## src/rtl/htfc_pkg.sv

```systemverilog
// shared widths, register indexes, reset values and bundle types for the frame checker
`default_nettype none
package htfc_pkg;

	localparam int BYTE_W      = 8;
	localparam int TEMP_W      = 15;
	localparam int HUMID_W     = 14;
	localparam int RAW_W       = 16;
	localparam int CFG_INDEX_W = 8;
	localparam int IN_TDATA_W  = 6 * BYTE_W;
	localparam int OUT_DATA_W  = TEMP_W + HUMID_W;
	localparam int OUT_TDATA_W = ((OUT_DATA_W + 7) / 8) * 8;
	localparam int OUT_TUSER_W = 1;

	localparam logic [CFG_INDEX_W-1:0] REG_CRC_POLY = CFG_INDEX_W'(0);
	localparam logic [CFG_INDEX_W-1:0] REG_CRC_SEED = CFG_INDEX_W'(1);

	localparam logic [BYTE_W-1:0] POLY_RESET = 8'h31;
	localparam logic [BYTE_W-1:0] SEED_RESET = 8'hFF;

	typedef struct packed {
		logic [BYTE_W-1:0] poly;
		logic [BYTE_W-1:0] seed;
	} cfg_t;

	typedef struct packed {
		logic [BYTE_W-1:0] humid_check;
		logic [BYTE_W-1:0] humid_low;
		logic [BYTE_W-1:0] humid_high;
		logic [BYTE_W-1:0] temp_check;
		logic [BYTE_W-1:0] temp_low;
		logic [BYTE_W-1:0] temp_high;
	} frame_t;

	typedef struct packed {
		logic                      status;
		logic signed [TEMP_W-1:0]  temperature_centi_c;
		logic        [HUMID_W-1:0] humidity_centi_pct;
	} result_t;

endpackage
`default_nettype wire

```

## src/rtl/htfc_crc_check.sv

```systemverilog
// crc-8 over one big-endian word, msb first, compared against the received check byte
`default_nettype none
module htfc_crc_check (
	input  wire htfc_pkg::cfg_t                   cfg,
	input  wire logic [htfc_pkg::BYTE_W-1:0]      word_high,
	input  wire logic [htfc_pkg::BYTE_W-1:0]      word_low,
	input  wire logic [htfc_pkg::BYTE_W-1:0]      check,
	output logic                                  mismatch
);

	function automatic logic [htfc_pkg::BYTE_W-1:0] crc8_byte(
		input logic [htfc_pkg::BYTE_W-1:0] crc_in,
		input logic [htfc_pkg::BYTE_W-1:0] data,
		input logic [htfc_pkg::BYTE_W-1:0] poly
	);
		logic [htfc_pkg::BYTE_W-1:0] c;
		c = crc_in ^ data;
		for (int k = 0; k < htfc_pkg::BYTE_W; k++) begin
			if (c[htfc_pkg::BYTE_W-1]) begin
				c = (c << 1) ^ poly;
			end else begin
				c = c << 1;
			end
		end
		return c;
	endfunction

	logic [htfc_pkg::BYTE_W-1:0] crc_mid;
	logic [htfc_pkg::BYTE_W-1:0] crc_end;

	always_comb begin
		crc_mid  = crc8_byte(cfg.seed, word_high, cfg.poly);
		crc_end  = crc8_byte(crc_mid, word_low, cfg.poly);
		mismatch = (crc_end != check);
	end

endmodule
`default_nettype wire

```

## src/rtl/htfc_convert.sv

```systemverilog
// rounded scaling of the raw words to centi-degrees and centi-percent, zeroed on crc error
`default_nettype none
module htfc_convert (
	input  wire logic [htfc_pkg::RAW_W-1:0] temp_raw,
	input  wire logic [htfc_pkg::RAW_W-1:0] humid_raw,
	input  wire logic                       crc_error,
	output htfc_pkg::result_t               result
);

	localparam int PROD_W = 31;
	localparam int Q_W    = PROD_W - htfc_pkg::RAW_W;
	localparam int R_W    = htfc_pkg::RAW_W + 1;

	localparam logic [PROD_W-1:0] TEMP_SCALE  = PROD_W'(17500);
	localparam logic [PROD_W-1:0] HUMID_SCALE = PROD_W'(10000);
	localparam logic [PROD_W-1:0] ROUND_HALF  = PROD_W'(32767);
	localparam logic [R_W-1:0]    FULL_SCALE  = R_W'(65535);
	localparam logic signed [htfc_pkg::TEMP_W:0] TEMP_OFFSET = (htfc_pkg::TEMP_W + 1)'(4500);

	// x / 65535: estimate with x >> 16, remainder stays below twice the divisor
	function automatic logic [Q_W-1:0] div_full_scale(input logic [PROD_W-1:0] x);
		logic [Q_W-1:0] q_est;
		logic [R_W-1:0] rem;
		q_est = x[PROD_W-1:htfc_pkg::RAW_W];
		rem   = {1'b0, x[htfc_pkg::RAW_W-1:0]} + R_W'(q_est);
		return (rem >= FULL_SCALE) ? q_est + Q_W'(1) : q_est;
	endfunction

	logic [PROD_W-1:0]                  temp_prod;
	logic [PROD_W-1:0]                  humid_prod;
	logic [Q_W-1:0]                     temp_q;
	logic [Q_W-1:0]                     humid_q;
	logic signed [htfc_pkg::TEMP_W:0]   temp_full;

	always_comb begin
		temp_prod  = TEMP_SCALE * PROD_W'(temp_raw) + ROUND_HALF;
		humid_prod = HUMID_SCALE * PROD_W'(humid_raw) + ROUND_HALF;
		temp_q     = div_full_scale(temp_prod);
		humid_q    = div_full_scale(humid_prod);
		temp_full  = $signed({1'b0, temp_q}) - TEMP_OFFSET;

		result.status = crc_error;
		if (crc_error) begin
			result.temperature_centi_c = '0;
			result.humidity_centi_pct  = '0;
		end else begin
			result.temperature_centi_c = temp_full[htfc_pkg::TEMP_W-1:0];
			result.humidity_centi_pct  = humid_q[htfc_pkg::HUMID_W-1:0];
		end
	end

endmodule
`default_nettype wire

```

## src/rtl/humidity_temp_frame_check_convert_unit.sv

```systemverilog
// top level: frame input register, crc checks, conversion and result register
// Each six-byte measurement frame is checked with two crc-8 computations (polynomial and
// seed from the configuration registers, index 0 and 1) and converted to centi-degrees C
// and centi-percent humidity; a crc mismatch in either word gives status 1 and zero
// readings. One frame is accepted every cycle while the output is not stalled, and
// the frame register feeds one combinational pass (crc over four bytes plus a constant
// multiply, add and compare per word) into the result register. Configuration writes are
// always taken and should only be issued while no frame is in flight.
`default_nettype none
module humidity_temp_frame_check_convert_unit (
	input  wire logic                                clk,
	input  wire logic                                arst_n,
	input  wire logic                                cfg_valid,
	output logic                                     cfg_ready,
	input  wire logic [htfc_pkg::CFG_INDEX_W-1:0]    cfg_index,
	input  wire logic [htfc_pkg::BYTE_W-1:0]         cfg_data,
	input  wire logic                                s_axis_tvalid,
	output logic                                     s_axis_tready,
	// temp_high, temp_low, temp_check, humid_high, humid_low, humid_check
	input  wire logic [htfc_pkg::IN_TDATA_W-1:0]     s_axis_tdata,
	output logic                                     m_axis_tvalid,
	input  wire logic                                m_axis_tready,
	// temperature_centi_c, humidity_centi_pct, zero fill
	output logic [htfc_pkg::OUT_TDATA_W-1:0]         m_axis_tdata,
	// status
	output logic [htfc_pkg::OUT_TUSER_W-1:0]         m_axis_tuser
);

	htfc_pkg::cfg_t    cfg_q;
	htfc_pkg::frame_t  frame_s1;
	logic              valid_s1;
	htfc_pkg::result_t result_s2;
	logic              valid_s2;
	htfc_pkg::result_t result_comb;
	logic              temp_mismatch;
	logic              humid_mismatch;
	logic              advance_s2;

	assign cfg_ready = 1'b1;

	always_ff @(posedge clk or negedge arst_n) begin
		if (!arst_n) begin
			cfg_q.poly <= htfc_pkg::POLY_RESET;
			cfg_q.seed <= htfc_pkg::SEED_RESET;
		end else if (cfg_valid && cfg_ready) begin
			if (cfg_index == htfc_pkg::REG_CRC_POLY) begin
				cfg_q.poly <= cfg_data;
			end else if (cfg_index == htfc_pkg::REG_CRC_SEED) begin
				cfg_q.seed <= cfg_data;
			end
		end
	end

	// output stage frees when empty or its beat is taken
	assign advance_s2    = !valid_s2 || m_axis_tready;
	assign s_axis_tready = !valid_s1 || advance_s2;

	always_ff @(posedge clk or negedge arst_n) begin
		if (!arst_n) begin
			valid_s1 <= 1'b0;
		end else if (s_axis_tready) begin
			valid_s1 <= s_axis_tvalid;
		end
	end

	always_ff @(posedge clk) begin
		if (s_axis_tvalid && s_axis_tready) begin
			frame_s1 <= htfc_pkg::frame_t'(s_axis_tdata);
		end
	end

	htfc_crc_check u_temp_crc (
		.cfg       (cfg_q),
		.word_high (frame_s1.temp_high),
		.word_low  (frame_s1.temp_low),
		.check     (frame_s1.temp_check),
		.mismatch  (temp_mismatch)
	);

	htfc_crc_check u_humid_crc (
		.cfg       (cfg_q),
		.word_high (frame_s1.humid_high),
		.word_low  (frame_s1.humid_low),
		.check     (frame_s1.humid_check),
		.mismatch  (humid_mismatch)
	);

	htfc_convert u_convert (
		.temp_raw  ({frame_s1.temp_high, frame_s1.temp_low}),
		.humid_raw ({frame_s1.humid_high, frame_s1.humid_low}),
		.crc_error (temp_mismatch || humid_mismatch),
		.result    (result_comb)
	);

	always_ff @(posedge clk or negedge arst_n) begin
		if (!arst_n) begin
			valid_s2 <= 1'b0;
		end else if (advance_s2) begin
			valid_s2 <= valid_s1;
		end
	end

	always_ff @(posedge clk) begin
		if (advance_s2 && valid_s1) begin
			result_s2 <= result_comb;
		end
	end

	assign m_axis_tvalid = valid_s2;
	assign m_axis_tdata  = {
		(htfc_pkg::OUT_TDATA_W - htfc_pkg::OUT_DATA_W)'(0),
		result_s2.humidity_centi_pct,
		result_s2.temperature_centi_c
	};
	assign m_axis_tuser  = result_s2.status;

endmodule
`default_nettype wire

```

## config.mk

```make
export PLATFORM = sky130hd
export DESIGN_NAME = humidity_temp_frame_check_convert_unit
export DESIGN_NICKNAME = d
export VERILOG_FILES = /design/src/rtl/htfc_pkg.sv /design/src/rtl/htfc_crc_check.sv /design/src/rtl/htfc_convert.sv /design/src/rtl/humidity_temp_frame_check_convert_unit.sv
export SDC_FILE = /design/constraint.sdc
export NUM_CORES = 1
export LEC_CHECK = 0
export ABC_AREA = 1
export BUFFER_PORTS_ARGS = -buffer_cell sky130_fd_sc_hd__clkbuf_2
export CORE_MARGIN = 5
export CORE_UTILIZATION = 48
export DETAILED_ROUTE_END_ITERATION = 8
export GPL_TIMING_DRIVEN = 1
export PLACE_DENSITY_LB_ADDON = 0.3
export RECOVER_POWER = 50
export SLEW_MARGIN = 20
export SYNTH_ARGS = -nofsm -noshare
export SYNTH_HDL_FRONTEND = slang
export SYNTH_HIERARCHICAL = 1
export SYNTH_SLANG_ARGS = --single-unit
```

## constraint.sdc

```tcl
create_clock -name clk -period 8.6 [get_ports clk]
set_clock_uncertainty 0.1 [all_clocks]
set_input_delay 1.29 -clock clk [delete_from_list [all_inputs] [get_ports clk]]
set_output_delay 1.29 -clock clk [all_outputs]
set_load 0.02 [all_outputs]
```

==> run metrics <==
status=finished clean; Synth top cells by count=nand2_1, inv_1, nand3_1; FILL cells=3998; pin count of the biggest net entering global routing=49; Avg Cell Area, Syn=6.69 sq um; Design Area, Final=21600 sq um; routed vias=18500; most common cell in the netlist=nand2_1; Die W=212 um; Max Buffers Root-to-Sink=2; Register Area=2810 sq um; Hold Slack=403 ps; # clock sinks=96; hold_sp=cfg_q[1]; Synth async-reset ratio=18.8%; mapped cell area=19600 sq um; Congestion Overflow GR=0; Slew Limit Fails=0; required time worst endpoint=8650 ps; I/O pin cnt=105; dpl ws=-43.9 ps; Worst Tran Pin Value=1380 ps; Max Cap Viol=0; IO buf count=100; Fin. Hold Viols=0; routability cong.=0.957; DIE AREA=45000 sq um; critical path arrival=8230 ps; Syn Inst Count=2928; antenna cells=0; Distinct cells, synth=62; Setup violations, final=0; initial drt markers=1003; Detailed Routing Iterations Pass 1=5; fmax=122 MHz; ys flop type=edfxtp_1; register area share after synthesis=14.3%; die height=212 um; final worst slack=413 ps; later-pin clock latency in the skew report=400 ps; worst hold path class=flip-flop to flip-flop; CTS clock-pin slew for the worst setup and hold paths=80 ps; largest stage delay on the critical path=520 ps; vias in the first global route=17600; top cells by area, synth=nand2_1, ha_1, edfxtp_1, inv_1, fa_1; Reg2Reg Launch Point=frame_s1[3]; initial antenna violation count=1; post-place instance area=20700 sq um; min Tclk post-route=8190 ps; period utilisation layout=95.2%; Multi-input gate area=14800 sq um; H-tree Lvls=3; CTS tree=yes; Post-synth EDFFs=78; fraction of layout cells with a size suffix above 1=15.7%; HPWL Detailed=42.6 mm; Top cell by count, worst path=nand2_1; top cell type's share of synthesized area=15.3%; ANT nets after route=0; WL/cell=14.6 um; CP Launch Type=flip-flop; slowest cell on the critical path=fa_1; cell taking the most area after synthesis=nand2_1; Crit Path Max Fanout=12; Syn-to-layout area delta=10.4%; unrepaired setup endpoints after global routing=true; Via density=5.13; Worst slew margin=8.10%; Yosys reg bits=96; std cell rows=74; DRT Wirelength=52.4 mm; hold_buf cts=0; number of remaining DRC errors=0; Setup crit start=frame_s1[3]; CTS buffer count=9; first-pass GRT wire length=85.1 mm; Initial Utilization=48.2%; core area=40600 sq um; clk root buf=clkbuf_16; Worst setup EP type=flip-flop; Ys Warns=6; Worst Setup Path Type=flip-flop to flip-flop; Final #Nets=3413; gr usage total=23.0%
## worst paths after layout
check	slack (ps)	to	depth (start not counted)
setup / recovery	410	m_axis_tdata[14]	49
hold / removal	400	cfg_q[1]	2
setup reg to reg	410	m_axis_tdata[14]	49
hold reg to reg	400	cfg_q[1]	2
max in group asynchronous	6660	cfg_q[15]	1
min in group asynchronous	980	m_axis_tvalid	1
## critical path: cells and delay by family, from the launching register on
kind	cells	cell delay, ps
AOI/OAI and AO/OA	5	800
DFF	1	450
buffers and inverters	8	620
xor gates and xnor gates	1	160
and+or+nand+nor	28	3160
adders and majority gates	7	2660
## routing by layer
layer	GRT usage, %	up-vias	routed length, um
li1	-	9399	-
met1	31.0	8562	24200
met2	38.9	416	24600
met3	2.70	75	2270
met4	7.17	2	1360
met5	0	-	7
## placed cells by master (no fill, tap or decap), drive strengths merged, types with 27 or more instances in the layout
cell / netlist / final
edfxtp: 78 / 78
inv: 543 / 548
a21oi: 73 / 73
o21ai: 65 / 65
nand2: 900 / 900
ha: 204 / 204
xnor2: 95 / 95
nor2: 262 / 262
clkbuf: 18 / 110
nand4: 27 / 27
xor2: 120 / 120
fa: 80 / 80
buf: 40 / 76
nand3: 305 / 305
## stage by stage
| step | instances | utilization [%] | setup TNS, ps |
|---|---|---|---|
| 2_1_floorplan | 2930 | - | 0 |
| 3_3_place_gp | 3541 | 50.9 | 0 |
| 3_5_place_dp | 3541 | 50.9 | -140 |
| 4_1_cts | 3561 | 51.7 | 0 |
| 5_1_grt | 3597 | 53.2 | -60.5 |
| 6_report | 3597 | 53.2 | 0 |
## flip-flops by register name (all words and copies together) (netlist names)
signal and count:
m_axis_tuser 1, cfg_q 16, frame_s1 48, m_axis_tdata 29, m_axis_tvalid 1, valid_s1 1
## timing repair
action | CTS | global route
setup buffers | 4 | 35
pin swaps | 0 | 17
endpoints found under the setup margin | 7 | 29
gates resized for setup | 7 | 81
hold endpoints to repair | 0 | 0
## cell families after synthesis
group           count (synthesis)  synth area share (%)
compound gates                175                  5.19
simple gates                 1551                  36.7
other cells                     2                0.0383
xor+xnor                      215                  10.1
buf+inv                       605                  12.4
flops                          96                  14.3
fa+ha+maj                     284                  21.2
## cell type report
class	instances	area share, %
clock buffers	9	1.04
inverters	547	9.51
flip-flops and latches	96	13.0
multi-input cells	2229	68.2
repair buffers	177	4.91
well taps	532	3.08
clock inverters	7	0.283
Power is not shown: default switching activity piles up to over one toggle a cycle in this logic, so the estimate is an artifact.
